File: config.mk
export PLATFORM = sky130hd
export DESIGN_NAME = mono_color_expand_blit_core
export DESIGN_NICKNAME = d
export VERILOG_FILES = /design/src/rtl/mceb_pkg.sv /design/src/rtl/mono_color_expand_blit_core.sv /design/src/rtl/mceb_pixel_mode.sv
export SDC_FILE = /design/constraint.sdc
export NUM_CORES = 1
export LEC_CHECK = 0
export BUFFER_PORTS_ARGS = -buffer_cell sky130_fd_sc_hd__buf_2
export CAP_MARGIN = 20
export CORE_AREA = 2 2 175 177
export CTS_CLUSTER_SIZE = 25
export DETAILED_ROUTE_END_ITERATION = 16
export DIE_AREA = 0 0 177 179
export GPL_TIMING_DRIVEN = 0
export MAX_ROUTING_LAYER = met4
export PLACE_DENSITY_LB_ADDON = 0.2
export SKIP_CTS_REPAIR_TIMING = 1
export SLEW_MARGIN = 15
export SYNTH_ARGS = -nofsm -noshare
export SYNTH_HDL_FRONTEND = slang
export SYNTH_HIERARCHICAL = 1
export SYNTH_SLANG_ARGS = --single-unit
File: constraint.sdc
create_clock -name i_clk -period 13.5 [get_ports i_clk]
set_clock_uncertainty 0.05 [all_clocks]
set_input_delay 3.375 -clock i_clk [delete_from_list [all_inputs] [get_ports i_clk]]
set_output_delay 3.375 -clock i_clk [all_outputs]
set_load 0.01 [all_outputs]
File: src/rtl/mceb_pkg.sv
// ----------------------------------------------------------------------------
// Monochrome color expansion blit: shared types and constants
// Register indexes, write modes, pixel actions and fixed field widths.
// ----------------------------------------------------------------------------
package mceb_pkg;

    localparam int MASK_BITS  = 16;
    localparam int BIT_IDX_W  = 4;
    localparam int COLOR_W    = 16;
    localparam int DIM_REG_W  = 13;
    localparam int SKIP_W     = 16;
    localparam int CFG_IDX_W  = 3;
    localparam int CFG_DATA_W = 16;

    typedef enum logic [1:0] {
        MODE_REPLACE     = 2'd0,
        MODE_TRANSPARENT = 2'd1,
        MODE_XOR         = 2'd2,
        MODE_REV_TRANS   = 2'd3
    } t_write_mode;

    typedef enum logic [1:0] {
        ACT_WRITE  = 2'd0,
        ACT_INVERT = 2'd1,
        ACT_KEEP   = 2'd2
    } t_action;

    localparam logic [CFG_IDX_W-1:0] REG_WRITE_MODE = 3'd0;
    localparam logic [CFG_IDX_W-1:0] REG_FG_COLOR   = 3'd1;
    localparam logic [CFG_IDX_W-1:0] REG_BG_COLOR   = 3'd2;
    localparam logic [CFG_IDX_W-1:0] REG_AREA_WIDTH = 3'd3;
    localparam logic [CFG_IDX_W-1:0] REG_AREA_HEIGHT = 3'd4;
    localparam logic [CFG_IDX_W-1:0] REG_SRC_OFFSET = 3'd5;
    localparam logic [CFG_IDX_W-1:0] REG_DST_SKIP   = 3'd6;

    localparam logic [COLOR_W-1:0]   FG_RESET  = 16'hffff;
    localparam logic [COLOR_W-1:0]   BG_RESET  = 16'h0000;
    localparam logic [DIM_REG_W-1:0] DIM_RESET = 13'd1;

endpackage

File: src/rtl/mono_color_expand_blit_core.sv
// ----------------------------------------------------------------------------
// Monochrome color expansion blit core
// Expands 16-bit mask words into destination pixel offsets and actions.
// ----------------------------------------------------------------------------
// Usage:
// Mask words enter on the input channel (i_in_valid / o_in_ready), MSB first.
// Each word yields one to sixteen pixels on the output channel (o_out_valid /
// i_out_ready), one pixel per cycle while the receiver does not stall: sixteen
// for a full word, fewer for the first word of a row with a bit offset or the
// last word of a row.
// The first pixel of a word goes from the held word into the output register. The
// next word is taken in the same cycle the last pixel of the current word is
// loaded into the output register, so words stream without gaps.
// The pixel rate is set by the single output register, which takes one pixel
// per cycle from the held word while the receiver does not stall.
// When the receiver stalls, the output register holds its pixel and no state
// advances; the held word waits and further input waits behind it.
// Reset empties both registers and returns the area position to its start;
// the configuration registers take their reset values. Configuration is
// written through i_cfg_we / i_cfg_index / i_cfg_data while the block is idle.
// ----------------------------------------------------------------------------
module mono_color_expand_blit_core #(
    parameter int MAX_WIDTH  = 4096,
    parameter int MAX_HEIGHT = 4096,
    parameter int ADDR_BITS  = 24
) (
    input  logic                                i_clk,
    input  logic                                i_rst_n,
    input  logic                                i_cfg_we,
    input  logic [mceb_pkg::CFG_IDX_W-1:0]      i_cfg_index,
    input  logic [mceb_pkg::CFG_DATA_W-1:0]     i_cfg_data,
    input  logic                                i_in_valid,
    output logic                                o_in_ready,
    input  logic [15:0]                         i_mask_word,
    output logic                                o_out_valid,
    input  logic                                i_out_ready,
    output logic [ADDR_BITS-1:0]                o_pixel_offset,
    output logic [15:0]                         o_pixel_value,
    output logic [1:0]                          o_pixel_action,
    output logic                                o_word_last,
    output logic                                o_area_done
);
    import mceb_pkg::*;

    localparam int WD = $clog2(MAX_WIDTH + 1);
    localparam int HD = $clog2(MAX_HEIGHT + 1);

    // Configuration registers.
    t_write_mode            r_write_mode;
    logic [COLOR_W-1:0]     r_fg_color;
    logic [COLOR_W-1:0]     r_bg_color;
    logic [DIM_REG_W-1:0]   r_area_width;
    logic [DIM_REG_W-1:0]   r_area_height;
    logic [BIT_IDX_W-1:0]   r_src_offset;
    logic [SKIP_W-1:0]      r_dst_skip;

    // Held word and area position.
    logic                   r_word_valid;
    logic [MASK_BITS-1:0]   r_word;
    logic [BIT_IDX_W-1:0]   r_bit;
    logic                   r_first;
    logic [HD-1:0]          r_row;
    logic [WD-1:0]          r_col;
    logic [ADDR_BITS-1:0]   r_cursor;

    // Output register.
    logic                   r_out_valid;
    logic [ADDR_BITS-1:0]   r_pix_offset;
    logic [COLOR_W-1:0]     r_pix_value;
    t_action                r_pix_action;
    logic                   r_pix_last;
    logic                   r_pix_done;

    logic [31:0]            w_full;
    logic [31:0]            h_full;
    logic [WD-1:0]          area_w;
    logic [HD-1:0]          area_h;
    logic                   out_free;
    logic                   gen;
    logic                   word_done;
    logic                   in_fire;
    logic                   restart;
    logic [HD-1:0]          e_row;
    logic [WD-1:0]          e_col;
    logic [ADDR_BITS-1:0]   e_cursor;
    logic [BIT_IDX_W-1:0]   start_bit;
    logic [BIT_IDX_W-1:0]   bit_idx;
    logic                   src_bit;
    logic [WD-1:0]          col_inc;
    logic [HD-1:0]          row_inc;
    logic                   row_end;
    logic                   area_end;
    logic                   pix_last;
    logic [ADDR_BITS-1:0]   cursor_inc;
    logic [HD-1:0]          n_row;
    logic [WD-1:0]          n_col;
    logic [ADDR_BITS-1:0]   n_cursor;
    logic [COLOR_W-1:0]     mode_value;
    t_action                mode_action;

    // Zero dimensions count as one; large ones saturate at the maximum.
    always_comb begin
        w_full = 32'(r_area_width);
        h_full = 32'(r_area_height);
        if (w_full == 32'd0) begin
            w_full = 32'd1;
        end else if (w_full > 32'(MAX_WIDTH)) begin
            w_full = 32'(MAX_WIDTH);
        end
        if (h_full == 32'd0) begin
            h_full = 32'd1;
        end else if (h_full > 32'(MAX_HEIGHT)) begin
            h_full = 32'(MAX_HEIGHT);
        end
    end
    assign area_w = w_full[WD-1:0];
    assign area_h = h_full[HD-1:0];

    assign out_free   = !r_out_valid || i_out_ready;
    assign gen        = r_word_valid && out_free;
    assign word_done  = gen && pix_last;
    assign o_in_ready = !r_word_valid || word_done;
    assign in_fire    = i_in_valid && o_in_ready;

    // A word that finds the position outside the area starts a fresh area.
    assign restart  = r_first && ((r_row >= area_h) || (r_col >= area_w));
    assign e_row    = restart ? '0 : r_row;
    assign e_col    = restart ? '0 : r_col;
    assign e_cursor = restart ? '0 : r_cursor;

    assign start_bit = (e_col == '0) ? r_src_offset : '0;
    assign bit_idx   = r_first ? (BIT_IDX_W'(MASK_BITS - 1) - start_bit) : r_bit;
    assign src_bit   = r_word[bit_idx];

    assign col_inc    = e_col + WD'(1);
    assign row_inc    = e_row + HD'(1);
    assign row_end    = (col_inc == area_w);
    assign area_end   = row_end && (row_inc == area_h);
    assign pix_last   = (bit_idx == '0) || row_end;
    assign cursor_inc = e_cursor + ADDR_BITS'(1);

    always_comb begin
        n_row    = e_row;
        n_col    = col_inc;
        n_cursor = cursor_inc;
        if (area_end) begin
            n_row    = '0;
            n_col    = '0;
            n_cursor = '0;
        end else if (row_end) begin
            n_row    = row_inc;
            n_col    = '0;
            n_cursor = cursor_inc + ADDR_BITS'(r_dst_skip);
        end
    end

    mceb_pixel_mode u_pixel_mode (
        .i_mode   (r_write_mode),
        .i_bit    (src_bit),
        .i_fg     (r_fg_color),
        .i_bg     (r_bg_color),
        .o_value  (mode_value),
        .o_action (mode_action)
    );

    always_ff @(posedge i_clk) begin
        if (!i_rst_n) begin
            r_write_mode  <= MODE_REPLACE;
            r_fg_color    <= FG_RESET;
            r_bg_color    <= BG_RESET;
            r_area_width  <= DIM_RESET;
            r_area_height <= DIM_RESET;
            r_src_offset  <= '0;
            r_dst_skip    <= '0;
        end else if (i_cfg_we) begin
            unique case (i_cfg_index)
                REG_WRITE_MODE:  r_write_mode  <= t_write_mode'(i_cfg_data[1:0]);
                REG_FG_COLOR:    r_fg_color    <= i_cfg_data[COLOR_W-1:0];
                REG_BG_COLOR:    r_bg_color    <= i_cfg_data[COLOR_W-1:0];
                REG_AREA_WIDTH:  r_area_width  <= i_cfg_data[DIM_REG_W-1:0];
                REG_AREA_HEIGHT: r_area_height <= i_cfg_data[DIM_REG_W-1:0];
                REG_SRC_OFFSET:  r_src_offset  <= i_cfg_data[BIT_IDX_W-1:0];
                REG_DST_SKIP:    r_dst_skip    <= i_cfg_data[SKIP_W-1:0];
                default: begin
                end
            endcase
        end
    end

    always_ff @(posedge i_clk) begin
        if (!i_rst_n) begin
            r_word_valid <= 1'b0;
            r_first      <= 1'b0;
            r_bit        <= '0;
            r_row        <= '0;
            r_col        <= '0;
            r_cursor     <= '0;
            r_out_valid  <= 1'b0;
        end else begin
            if (gen) begin
                r_row       <= n_row;
                r_col       <= n_col;
                r_cursor    <= n_cursor;
                r_bit       <= bit_idx - BIT_IDX_W'(1);
                r_out_valid <= 1'b1;
            end else if (i_out_ready) begin
                r_out_valid <= 1'b0;
            end
            if (in_fire) begin
                r_word_valid <= 1'b1;
                r_first      <= 1'b1;
            end else begin
                if (word_done) begin
                    r_word_valid <= 1'b0;
                end
                if (gen) begin
                    r_first <= 1'b0;
                end
            end
        end
    end

    always_ff @(posedge i_clk) begin
        if (in_fire) begin
            r_word <= i_mask_word;
        end
        if (gen) begin
            r_pix_offset <= e_cursor;
            r_pix_value  <= mode_value;
            r_pix_action <= mode_action;
            r_pix_last   <= pix_last;
            r_pix_done   <= area_end;
        end
    end

    assign o_out_valid    = r_out_valid;
    assign o_pixel_offset = r_pix_offset;
    assign o_pixel_value  = r_pix_value;
    assign o_pixel_action = r_pix_action;
    assign o_word_last    = r_pix_last;
    assign o_area_done    = r_pix_done;

    // The final pixel of an area always closes its word.
    a_done_ends_word: assert property (@(posedge i_clk) disable iff (!i_rst_n)
        (o_out_valid && o_area_done) |-> o_word_last)
        else $error("area_done without word_last");

    // Only written pixels carry a value.
    a_value_zero: assert property (@(posedge i_clk) disable iff (!i_rst_n)
        (o_out_valid && (o_pixel_action != ACT_WRITE)) |-> (o_pixel_value == '0))
        else $error("nonzero value on a non-write pixel");

    // A stalled receiver freezes the area position.
    a_stall_holds: assert property (@(posedge i_clk) disable iff (!i_rst_n)
        (o_out_valid && !i_out_ready) |=> ($stable(r_row) && $stable(r_col)
                                           && $stable(r_cursor)))
        else $error("area position moved during a stall");

    // Finishing an area returns the position to its origin.
    a_area_wrap: assert property (@(posedge i_clk) disable iff (!i_rst_n)
        (gen && area_end) |=> ((r_row == '0) && (r_col == '0) && (r_cursor == '0)))
        else $error("position not cleared after the final pixel");

endmodule

File: src/rtl/mceb_pixel_mode.sv
// ----------------------------------------------------------------------------
// Pixel mode decode
// Turns one source bit into a destination action and pixel value.
// ----------------------------------------------------------------------------
module mceb_pixel_mode (
    input  mceb_pkg::t_write_mode i_mode,
    input  logic                  i_bit,
    input  logic [15:0]           i_fg,
    input  logic [15:0]           i_bg,
    output logic [15:0]           o_value,
    output mceb_pkg::t_action     o_action
);
    import mceb_pkg::*;

    always_comb begin
        o_value  = '0;
        o_action = ACT_KEEP;
        unique case (i_mode)
            MODE_REPLACE: begin
                o_action = ACT_WRITE;
                o_value  = i_bit ? i_fg : i_bg;
            end
            MODE_TRANSPARENT: begin
                if (i_bit) begin
                    o_action = ACT_WRITE;
                    o_value  = i_fg;
                end
            end
            MODE_XOR: begin
                if (i_bit) begin
                    o_action = ACT_INVERT;
                end
            end
            MODE_REV_TRANS: begin
                if (!i_bit) begin
                    o_action = ACT_WRITE;
                    o_value  = i_fg;
                end
            end
        endcase
    end

endmodule
# Yosys cells after proc, flatten, opt, wreduce, memory -nomap -nowiden
# Index checks and enable logic that the tools add are counted.
dict set report op_classes {
  addsub 6
  multipliers 0
  n_div 0
  n_lt_le_gt_ge 5
  eq_ne 11
  shift 0
  mux 31
  bitwise_logic 0
  reduce_logical 27
}
# cell n
set op_table {}
lappend op_table {{13-bit two-way mux} 10}
lappend op_table {{24-bit two-way mux} 3}
lappend op_table {{16-bit two-way mux} 3}
lappend op_table {{16-bit one-hot mux with 3 select lines} 1}
lappend op_table {{13-bit logical NOT} 3}
lappend op_table {{13-bit by 1-bit adder with 13-bit output, second input constant} 2}
lappend op_table {{13-bit equality test} 2}
lappend op_table {{13-bit greater-or-equal comparator} 2}
lappend op_table {{13-bit greater-than comparator, second input constant} 2}
lappend op_table {{24-bit by 1-bit adder with 24-bit output, second input constant} 1}
lappend op_table {{24-bit by 16-bit adder with 24-bit output} 1}
lappend op_table {{2-bit AND reduction} 7}
lappend op_table {{3-bit equality test, second input constant} 3}
lappend op_table {{4-bit two-way mux} 2}
lappend op_table {{2-bit one-hot mux with 4 select lines} 1}
lappend op_table {{1-bit two-way mux} 7}
lappend op_table {{3-bit by 2-bit equality test with 1-bit output, second input constant} 2}
lappend op_table {{2-bit two-way mux} 3}
lappend op_table {{2-bit nonzero test} 3}
lappend op_table {{1-bit logical AND} 5}
lappend op_table {{4-bit by 5-bit less-than comparator with 1-bit output, second input constant} 1}
lappend op_table {{1-bit binary-select mux with 4-bit select} 1}
lappend op_table {{2-bit equality test, second input constant} 2}
lappend op_table {{4-bit logical NOT} 1}
lappend op_table {{8 further kinds} 12}
dict set report word_totals {
  reg_bits 197
  latchBits 0
  ram_bits 0
  mem_bits_ro 0
  out_inout_bits 46
  memories 0
}

# Logic depth before layout (Yosys ltp)
# Gate-level depths: netlist of run 1.
dict set report logic_depth {
  depth_word 17
  ltp_mapped 29
}

# Hierarchy
# Netlist of run 1, hierarchy kept.
# module n_inst cells_each area_per_inst_um2
set by_module_without_submodules {}
lappend by_module_without_submodules {mono_color_expand_blit_core 1 1320 11193.2}
lappend by_module_without_submodules {mceb_pixel_mode 1 65 540.5}

# Least setup slack after synthesis of run 1
# No wires, ideal clock.
dict set report synth_timing {
  path_type {flip-flop to output port}
  from {register r_area_width[12]}
  to {output port o_in_ready}
  t_arrival_ns 5.401
  required_time_ns 10.075
  setup_slack_ns 4.674
  stages_incl_launch_ff 26
  path_buffers 4
  cell_sequence {dfxtp_1 -> clkbuf_1 -> nor2b_1 -> inv_1 -> ha_1 -> a21oi_1 -> a21boi_0 -> o311a_1 -> o31a_1 -> nor2_1 -> clkbuf_1 -> nand2_1 -> inv_1 -> ha_1 -> clkbuf_1 -> nand3_1 -> xor2_1 -> o22ai_1 -> a31o_2 -> a2111oi_0 -> nand4_1 -> nor3_1 -> nand2_2 -> clkbuf_1 -> nand2_1 -> a21bo_2}
}
dict set report synth_via {
  elab_chain_len 15
  word_cells_on_any_way 18
  cone_classes {add/sub: 2; order compare: 2; eq/ne: 1; mux: 5; reduce/logical: 8}
}
# element line
set synth_rtl {}
lappend synth_rtl {{start, declared} mono_color_expand_blit_core.sv:52} ;# logic [DIM_REG_W-1:0] r_area_width;
lappend synth_rtl {{start signal, assigned} mono_color_expand_blit_core.sv:180} ;# REG_AREA_WIDTH: r_area_width <= i_cfg_data[DIM_REG_W-1:0];
lappend synth_rtl {{13-bit greater-than comparator} mono_color_expand_blit_core.sv:107} ;# end else if (w_full > 32'(MAX_WIDTH)) begin
lappend synth_rtl {{13-bit two-way mux} mono_color_expand_blit_core.sv:107}
lappend synth_rtl {{13-bit two-way mux *} mono_color_expand_blit_core.sv:105} ;# if (w_full == 32'd0) begin
lappend synth_rtl {{13-bit greater-or-equal comparator} mono_color_expand_blit_core.sv:126} ;# assign restart = r_first && ((r_row >= area_h) || (r_col >= area_w));
lappend synth_rtl {{1-bit logical OR} mono_color_expand_blit_core.sv:126}
lappend synth_rtl {{1-bit logical AND} mono_color_expand_blit_core.sv:126}
lappend synth_rtl {{13-bit two-way mux} mono_color_expand_blit_core.sv:128} ;# assign e_col = restart ? '0 : r_col;
lappend synth_rtl {{13-bit logical NOT} mono_color_expand_blit_core.sv:131} ;# assign start_bit = (e_col == '0) ? r_src_offset : '0;
lappend synth_rtl {{4-bit two-way mux} mono_color_expand_blit_core.sv:131}
lappend synth_rtl {{4-bit subtractor} mono_color_expand_blit_core.sv:132} ;# assign bit_idx = r_first ? (BIT_IDX_W'(MASK_BITS - 1) - start_bit) : r_bit;
lappend synth_rtl {{4-bit two-way mux} mono_color_expand_blit_core.sv:132}
lappend synth_rtl {{4-bit logical NOT} mono_color_expand_blit_core.sv:139} ;# assign pix_last = (bit_idx == '0) || row_end;
lappend synth_rtl {{1-bit logical OR *} mono_color_expand_blit_core.sv:139}
lappend synth_rtl {{named net pix_last} mono_color_expand_blit_core.sv:93} ;# logic pix_last;
lappend synth_rtl {{1-bit logical AND *} mono_color_expand_blit_core.sv:121} ;# assign word_done = gen && pix_last;
lappend synth_rtl {{1-bit logical OR *} mono_color_expand_blit_core.sv:122} ;# assign o_in_ready = !r_word_valid || word_done;
lappend synth_rtl {{end, declared} mono_color_expand_blit_core.sv:33} ;# output logic o_in_ready,
# Mark *: on every way through the listed nets, which the timed path passes. The rest lies on a longest branch.

# Final worst setup path of run 1
# Ends and elaborated chain as after synthesis.

==> impl_metrics.tcl, run 1 <==
set metrics [dict create \
    outcome "finished, final reports clean" \
    synth.most_common_cell "nand2_1" \
    layout_setup_ws_ns 1.36 \
    drt-total-wl_mm 36.4 \
    die_w_microns 177 \
    wl_met1_mm 17.0 \
    clk_pin_slew_worst_paths_ns 0.08 \
    critPathLaunchType "flip-flop" \
    dieHeight_microns 179 \
    peakVddDrop_mv 0.0936 \
    cp_max_fo 10 \
    ant_nets 0 \
    dp_slack_ns 2.21 \
    routed-via-count 10900 \
    async_reset_ff_frac 0 \
    finalHoldViolations 0 \
    insertion_delay_ns 0.46 \
    routed-wl-met2_mm 16.4 \
    synth-seq-cells 197 \
    htree_levels 4 \
    finalCritPeriodShare 0.899 \
    drc 0 \
    whs_ns 0.412 \
    clock_path_buffers 2 \
    synth_common_cells "nand2_1 (234), dfxtp_1 (137), nor2_1 (98), a21oi_1 (91), edfxtp_1 (60)" \
    grt_antenna_before_repair 0 \
    die_area_sq_um 31700 \
    final_cell_count_no_fill 1899 \
    maxCapViolCount 0 \
    drt-vias-per-instance 5.75 \
    power_density_nw_per_um2 133 \
    relSlewSlack 0.378 \
    critPathKind "reg2out" \
    ys_warn_count 6 \
    synth_ff_type "dfxtp_1" \
    rsz0062_at_grt "false" \
    drt_pass1_iterations 5 \
    ys_types 84 \
    grt_usage 0.238 \
    core_area_sq_um 30000 \
    port-buffer-count 85 \
    setup_viol 0 \
    drtIter0Drc 947 \
    fin_nets 1583 \
    grt_pass1_vias 9970 \
    fin_setup_tns_ns 0 \
    cp.arrival_ns 8.72 \
    grt_pass1_wl_mm 56.6 \
    cts_num_sinks 197 \
    synth_edf_count 60 \
    drive_gt1_frac 0.109 \
    fmax_ghz 0.0824 \
    floorplan.initialDensity 0.391 \
    dp.final_hpwl_mm 27.4 \
    grt_max_degree 47 \
    critPathRequiredTime_ns 10.07 \
    p_leak_uw 0.00529 \
    synthToLayoutAreaGrowth_pct 13.1 \
    routedWlPerCell_microns 19.2 \
    gp_congestion 0.934 \
    tightest_slew_ns 0.933 \
    fin_crit_ns 12.14 \
    diodes 0 \
    syn_area_sq_um 11700 \
    pin_count 86 \
    root_buffer "clkbuf_16" \
    fillers 3017 \
    maxSlewViolCount 0 \
    synthTopCellsByArea "dfxtp_1 (23%), edfxtp_1 (15%), nand2_1 (7.5%)" \
    seq_area_sq_um 4540 \
    grt_overflow 0 \
    syn_avg_cell_area_sq_um 8.47 \
    synth-seq-area-share 0.387 \
    multi_input_area_sq_um 6670 \
    placed_cells 1867 \
    synth_top_cell_by_area "dfxtp_1" \
    utilization 0.442 \
    top_layer "met4" \
    cts_buffers 17 \
    hold_class "reg2reg" \
    wl_met3_mm 2.23 \
    cp-end-kind "output pin" \
    netlist_instances 1385 \
    cts_tree "built" \
    rows 64 \
    synth.top_cell.area_share 0.234 \
    synth_fp_nets 1478 \
]
-- cell usage in the layout, fill, tap and decap left out, types with 11 or more instances in the layout --
master     synthesis  routed
a211o_1           19      19
a211oi_1          12      12
a21oi_1           91      91
a221oi_1          18      18
and3_1            40      40
and3b_1           19      19
buf_2             15     100
clkbuf_1          58      57
clkbuf_16          0      18
dfxtp_1          137     137
edfxtp_1          60      60
ha_1              52      52
inv_1             40      40
mux2i_1           29      29
nand2_1          234     234
nand2b_1          16      16
nand3_1           52      52
nand4_1           18      18
nor2_1            98      98
nor2b_1           17      17
nor3_1            30      30
nor4_1            14      14
nor4b_1           16      16
o211ai_1          15      15
o21ai_0           50      50
o22ai_1           11      11
or3_1             14      14
xnor2_1           34      34
xor2_1            28      28
-- flip-flops by register name, indices dropped and copies added (netlist names), 16 cells and up --
signal / count
r_dst_skip: 16
r_bg_color: 16
o_pixel_offset: 24
r_word: 16
o_pixel_value: 16
r_cursor: 24
r_fg_color: 16
-- power by group --
part,switching [uW],internal [uW],leakage [uW]
clock,252,271,0.000290
sequential,27.0,681,0.00169
combinational,350,183,0.00331
-- layer usage --
metal	track usage	vias up
met5	-	-
met3	0.0420	65
met4	0.0616	0
li1	-	5241
met2	0.367	397
met1	0.324	5210
-- cell type report --
cell class,count,area share
multi-input combinational,1063,0.502
sequential,197,0.342
tap,396,0.0373
timing repair buffer,86,0.0341
clock buffer,18,0.0339
buffer,83,0.0278
inverter,42,0.0119
clock inverter,14,0.0105
-- worst paths after layout --
check | startpoint | to | slack, ns | cells past startpoint
setup / recovery | r_area_width[12] | o_in_ready | 1.36 | 26
setup reg to reg | r_area_width[12] | r_word[12] | 4.69 | 25
hold reg to reg | r_bg_color[5] | r_bg_color[5] | 0.41 | 2
hold / removal | r_bg_color[5] | r_bg_color[5] | 0.41 | 2
-- cell families after synthesis --
kind of cell	synth area share
AND/OR/NAND/NOR	0.261
XOR/XNOR	0.0483
AO/OA/AOI/OAI	0.172
multiplexers	0.0299
adder cells (fa/ha/maj)	0.0572
buffers and inverters	0.0446
flip-flops	0.387
-- worst max-delay path, stage by stage (launching register included) --
cell and delay [ns]:
dfxtp_1 0.46, clkbuf_1 0.46, nor2b_1 0.18, inv_1 0.09
ha_1 0.25, a21oi_1 0.14, a21boi_0 0.12, o311a_1 0.47
o31a_1 0.45, nor2_1 0.64, clkbuf_1 0.65, nand2_1 0.21
inv_1 0.12, ha_1 0.17, clkbuf_1 0.37, nand3_1 0.22
xor2_1 0.22, o22ai_1 0.10, a31o_2 0.26, a2111oi_0 0.61
nand4_1 0.18, nor3_1 0.69, nand2_2 0.33, clkbuf_1 0.37
nand2_1 0.21, a21bo_2 0.15, buf_2 0.12
-- per-stage QoR --
stage	total power (uW)	area, sq um
2_1_floorplan	1060	11700
3_3_place_gp	1240	12700
3_5_place_dp	1240	12700
4_1_cts	1760	13300
5_1_grt	1850	13300
6_report	1760	13300
No activity file was read; power rests on OpenSTA's default activity.
==> inputs of run 2 (changes only) <==
--- a/config.mk
+++ b/config.mk
@@ -7,10 +7,10 @@
 export LEC_CHECK = 0
 export BUFFER_PORTS_ARGS = -buffer_cell sky130_fd_sc_hd__buf_2
 export CAP_MARGIN = 20
-export CORE_AREA = 2 2 175 177
+export CORE_AREA = 2 2 165 167
 export CTS_CLUSTER_SIZE = 25
 export DETAILED_ROUTE_END_ITERATION = 16
-export DIE_AREA = 0 0 177 179
+export DIE_AREA = 0 0 167 169
 export GPL_TIMING_DRIVEN = 0
 export MAX_ROUTING_LAYER = met4
 export PLACE_DENSITY_LB_ADDON = 0.2
==> impl_metrics.tcl, run 2 (synthesized netlist as in run 1, its figures left out) <==
set metrics [dict create \
    outcome "finished, final reports clean" \
    fin_crit_ns 12.03 \
    clk_pin_slew_worst_paths_ns 0.08 \
    clock_path_buffers 2 \
    power_uw 1780 \
    crit_family "simple AND/OR/NAND/NOR gates" \
    critPathMostFrequentCell "clkbuf_1" \
    critPathSlowestCell "nor3_1" \
    cts_buffers 17 \
    htree_levels 4 \
    power_density_nw_per_um2 134 \
    rsz0062_at_grt "false" \
    floorplan.initialDensity 0.443 \
    p_leak_uw 0.00529 \
    tightest_slew_ns 0.902 \
    setup_viol 0 \
    gp_congestion 0.955 \
    grt_pass1_vias 10200 \
    critPathRequiredTime_ns 10.07 \
    core_area_sq_um 26500 \
    whs_ns 0.411 \
    relSlewSlack 0.399 \
    critPathKind "reg2out" \
    utilization 0.499 \
    worstHoldStart "r_bg_color[9]" \
    fin_setup_tns_ns 0 \
    ant_nets 0 \
    drc 0 \
    insertion_delay_ns 0.44 \
    hold_class "reg2reg" \
    drtIter0Drc 1008 \
    fin_nets 1583 \
    drt-vias-per-instance 5.84 \
    rows 60 \
    synthToLayoutAreaGrowth_pct 12.8 \
    cp_max_fo 10 \
    min_to "r_bg_color[9]" \
    critPathLaunchType "flip-flop" \
    grt_pass1_wl_mm 56.2 \
    cts_tree "built" \
    regToRegEndpoint "r_word[9]" \
    holdPathStages 2 \
    routedWlPerCell_microns 19.4 \
    r2r_slack_ns 4.82 \
    peakVddDrop_mv 0.0787 \
    cp-end-kind "output pin" \
    cp.arrival_ns 8.60 \
    drive_gt1_frac 0.111 \
    r2r_cells 25 \
    maxSlewViolCount 0 \
    root_buffer "clkbuf_16" \
    grt_overflow 0 \
    final_common_cell "nand2_1" \
    grt_usage 0.258 \
    grt_max_degree 52 \
    grt_antenna_before_repair 0 \
    path_buf_inv 7 \
    finalHoldViolations 0 \
    drt_pass1_iterations 5 \
    fmax_ghz 0.0831 \
    dieHeight_microns 169 \
    dp.final_hpwl_mm 26.7 \
    die_w_microns 167 \
    r2r-start "r_area_width[12]" \
    diodes 0 \
    finalCritPeriodShare 0.891 \
    cp_slowest_stage_delay_ns 0.71 \
    die_area_sq_um 28200 \
    final_cell_mix "nand2_1 (234), dfxtp_1 (137), buf_2 (100), nor2_1 (98), a21oi_1 (91)" \
    port-buffer-count 85 \
    cts_num_sinks 197 \
    drt-total-wl_mm 35.8 \
    pin_count 86 \
    maxCapViolCount 0 \
    routed-via-count 10800 \
]
==> run 2: cell count changes in the layout (fill, tap and decap cells not counted), sizes merged <==
cell / delta
clkinv: -3
bufinv: -1
inv: +4
clkinvlp: +1
clkbuf: -1
==> run 2: worst min-delay path, cell delays in order (launching register included) <==
cell and delay [ns]:
dfxtp_1 0.31, nand2_1 0.05, a21oi_1 0.05
==> run 2: through the flow <==
stage | area, sq um | cells | setup slack, ns
CTS | 13200 | 1844 | 1.77
global placement | 12600 | 1811 | 2.36
global route | 13200 | 1844 | 1.24
floorplan | 11700 | 1385 | 4.67
detailed placement | 12600 | 1812 | 2.30
finish | 13200 | 1844 | 1.47
==> run 2: metal layers <==
layer	vias to the layer above	share of wire	wire, microns	track usage
li1	5236	-	-	-
met1	5131	0.47	16800	0.357
met2	371	0.45	16100	0.407
met3	40	0.063	2240	0.0320
met4	0	0.017	612	0.0581
met5	-	0	0	-
==> run 2: worst max-delay path by stage <==
stage	start	to	slack [ns]	cells after the start
global placement	r_area_width[12]	o_in_ready	2.36	26
CTS	r_area_width[12]	o_in_ready	1.77	26
detailed placement	r_area_width[12]	o_in_ready	2.30	26
global route	r_area_width[12]	o_in_ready	1.24	26
finish	r_area_width[12]	o_in_ready	1.47	26
floorplan	r_area_width[12]	o_in_ready	4.67	25
==> run 2: where the power goes <==
group          internal [uW]  switching (uW)
Clock                    257             281
Sequential               680            26.1
Combinational            183             349
==> run 2: cell type report <==
| type | count | area (sq um) |
|---|---|---|
| flip-flops and latches | 197 | 4540 |
| clock buffers | 17 | 425 |
| well taps | 341 | 427 |
| fillers | 2570 | 13300 |
| multi-input cells | 1063 | 6670 |
| repair buffers | 86 | 453 |
| inverters | 42 | 158 |
| clock inverters | 15 | 190 |
| plain buffers | 83 | 369 |
==> inputs of run 3 (changes only) <==
--- a/config.mk
+++ b/config.mk
@@ -5,12 +5,13 @@
 export SDC_FILE = /design/constraint.sdc
 export NUM_CORES = 1
 export LEC_CHECK = 0
+export ABC_AREA = 1
 export BUFFER_PORTS_ARGS = -buffer_cell sky130_fd_sc_hd__buf_2
 export CAP_MARGIN = 20
-export CORE_AREA = 2 2 165 167
+export CORE_AREA = 2 2 169 171
 export CTS_CLUSTER_SIZE = 25
 export DETAILED_ROUTE_END_ITERATION = 16
-export DIE_AREA = 0 0 167 169
+export DIE_AREA = 0 0 171 173
 export GPL_TIMING_DRIVEN = 0
 export MAX_ROUTING_LAYER = met4
 export PLACE_DENSITY_LB_ADDON = 0.2
==> impl_metrics.tcl, run 3 <==
set metrics [dict create \
    outcome "finished, final reports clean" \
    power_density_nw_per_um2 127 \
    synthMuxAreaShare 0 \
    net-switching-power_uw 649 \
    rsz0062_at_grt "false" \
    critPathRequiredTime_ns 10.07 \
    critPathMostFrequentCell "nand2_1" \
    peakVddDrop_mv 0.0754 \
    insertion_delay_ns 0.45 \
    cts_num_sinks 197 \
    die_area_sq_um 29600 \
    finalInstanceArea_sq_um 13800 \
    die_w_microns 171 \
    root_buffer "clkbuf_16" \
    r2r-start "r_area_height[2]" \
    critPathSlowestCell "clkbuf_1" \
    cp-end-kind "output pin" \
    final_cell_count_no_fill 2283 \
    fin_setup_tns_ns 0 \
    synth_top_family_by_area "simple AND/OR/NAND/NOR gates" \
    cp_max_fo 10 \
    ys_types 51 \
    p_leak_uw 0.00650 \
    worstHoldStart "r_cursor[23]" \
    tightest_slew_ns 0.888 \
    fin_nets 1985 \
    grt_antenna_before_repair 0 \
    pin_count 86 \
    drt-vias-per-instance 5.12 \
    port-buffer-count 85 \
    core_area_sq_um 27600 \
    drtIter0Drc 941 \
    grt_usage 0.251 \
    synth-seq-area-share 0.370 \
    power_uw 1740 \
    grt_overflow 0 \
    regToRegEndpoint "r_cursor[20]" \
    synthTopCellsByArea "dfxtp_1 (22%), edfxtp_1 (15%), nand2_1 (15%)" \
    r2r_cells 46 \
    dp.final_hpwl_mm 27.1 \
    maxCapViolCount 0 \
    hold_class "reg2reg" \
    floorplan.initialDensity 0.444 \
    clock_path_buffers 2 \
    final_cell_mix "nand2_1 (477), nor2_1 (334), inv_1 (197), dfxtp_1 (137), nand3_1 (120)" \
    grt_pass1_wl_mm 56.6 \
    dieHeight_microns 173 \
    setup_viol 0 \
    syn_avg_cell_area_sq_um 6.87 \
    synth_common_cells "nand2_1 (477), nor2_1 (334), inv_1 (197), dfxtp_1 (137), nand3_1 (120)" \
    fin_crit_ns 10.26 \
    synth_edf_count 60 \
    synth_ff_type "dfxtp_1" \
    finalCritPeriodShare 0.760 \
    synthToLayoutAreaGrowth_pct 12.2 \
    critPathKind "reg2out" \
    gp_congestion 0.882 \
    seqPwrFrac 0.396 \
    placed_cells 2251 \
    drc 0 \
    rows 61 \
    synth_top_cell_by_area "dfxtp_1" \
    r2r_slack_ns 5.95 \
    netlist_instances 1787 \
    final_common_cell "nand2_1" \
    dp_slack_ns 3.73 \
    fmax_ghz 0.0975 \
    diodes 0 \
    drt-total-wl_mm 35.6 \
    pwr-share-clk 0.295 \
    relSlewSlack 0.406 \
    clk_pin_slew_worst_paths_ns 0.08 \
    cts_tree "built" \
    synth_fp_nets 1880 \
    maxSlewViolCount 0 \
    synth.most_common_cell "nand2_1" \
    synth-simple-area-share 0.352 \
    synthAdderAreaFrac 0.0546 \
    grt_max_degree 29 \
    drt_pass1_iterations 5 \
    routed-via-count 11700 \
    ys_warn_count 6 \
    synth.top_cell.area_share 0.223 \
    drive_gt1_frac 0.101 \
    dpl_cell_area_sq_um 13200 \
    ant_nets 0 \
    synth-seq-cells 197 \
    cts_buffers 17 \
    synth_compound_area_frac 0.0924 \
    p_int_uw 1090 \
    layout_setup_ws_ns 3.24 \
    syn_area_sq_um 12300 \
    p_sw_frac 0.373 \
    htree_levels 4 \
    holdPathStages 2 \
    routedWlPerCell_microns 15.6 \
    synth-xor-area-share 0.0323 \
    min_to "r_cursor[23]" \
    grt_pass1_vias 10700 \
    async_reset_ff_frac 0 \
    cp.arrival_ns 6.84 \
    combPwrFrac 0.309 \
    cp_slowest_stage_delay_ns 0.62 \
    critPathLaunchType "flip-flop" \
    finalHoldViolations 0 \
]
run 3: kinds of logic (layout without fill, tap and decap cells):
| kind of cell | after synthesis | after routing |
|---|---|---|
| xor gates and xnor gates | 42 | 42 |
| buffers and inverters | 271 | 389 |
| adders and majority gates | 53 | 53 |
| AOI/OAI and AO/OA | 206 | 206 |
| and+or+nand+nor | 1018 | 1018 |
| DFF | 197 | 197 |
run 3: worst max-delay path: cells and delay by family (launching register included):
kind / cells / cell delay (ns)
buffers and inverters: 9 / 1.97
AOI/OAI and AO/OA: 3 / 0.70
and+or+nand+nor: 16 / 2.51
DFF: 1 / 0.36
adders and majority gates: 2 / 0.51
xor gates and xnor gates: 1 / 0.30
run 3: metal layers:
| metal | GRT usage | wire length, microns | up-vias |
|---|---|---|---|
| li1 | - | - | 5928 |
| met3 | 0.0364 | 1970 | 57 |
| met5 | - | 0 | - |
| met1 | 0.344 | 16800 | 5373 |
| met2 | 0.382 | 15900 | 325 |
| met4 | 0.0742 | 876 | 0 |
run 3: final cells by class:
type                       instances  area, sq um
inverter                         205          772
tap                              378          473
multi-input combinational       1319         6530
sequential                       197         4540
timing repair buffer              86          445
clock inverter                    15          153
fill                            2809        13900
clock buffer                      17          425
buffer                            66          434
run 3: power groups by stage:
stage | registers, uW | logic (uW) | clock network [uW]
6_report | 691 | 538 | 514
5_1_grt | 696 | 601 | 542
4_1_cts | 690 | 534 | 520
3_5_place_dp | 704 | 531 | 0
3_3_place_gp | 705 | 521 | 0
2_1_floorplan | 707 | 369 | 0
run 3: worst max path at each step:
| stage | from | to |
|---|---|---|
| final | r_area_height[2] | o_in_ready |
| after detailed placement | r_area_height[2] | o_in_ready |
| after global routing | r_area_height[2] | o_in_ready |
| after floorplan | r_area_height[2] | o_in_ready |
| after CTS | r_area_height[2] | o_in_ready |
| after global placement | r_area_height[2] | o_in_ready |
run 3: through the flow:
step	util	hold slack [ns]
floorplan	-	0.394
global placement	0.477	0.406
detailed placement	0.478	0.408
CTS	0.499	0.421
global route	0.499	0.444
finish	0.499	0.419
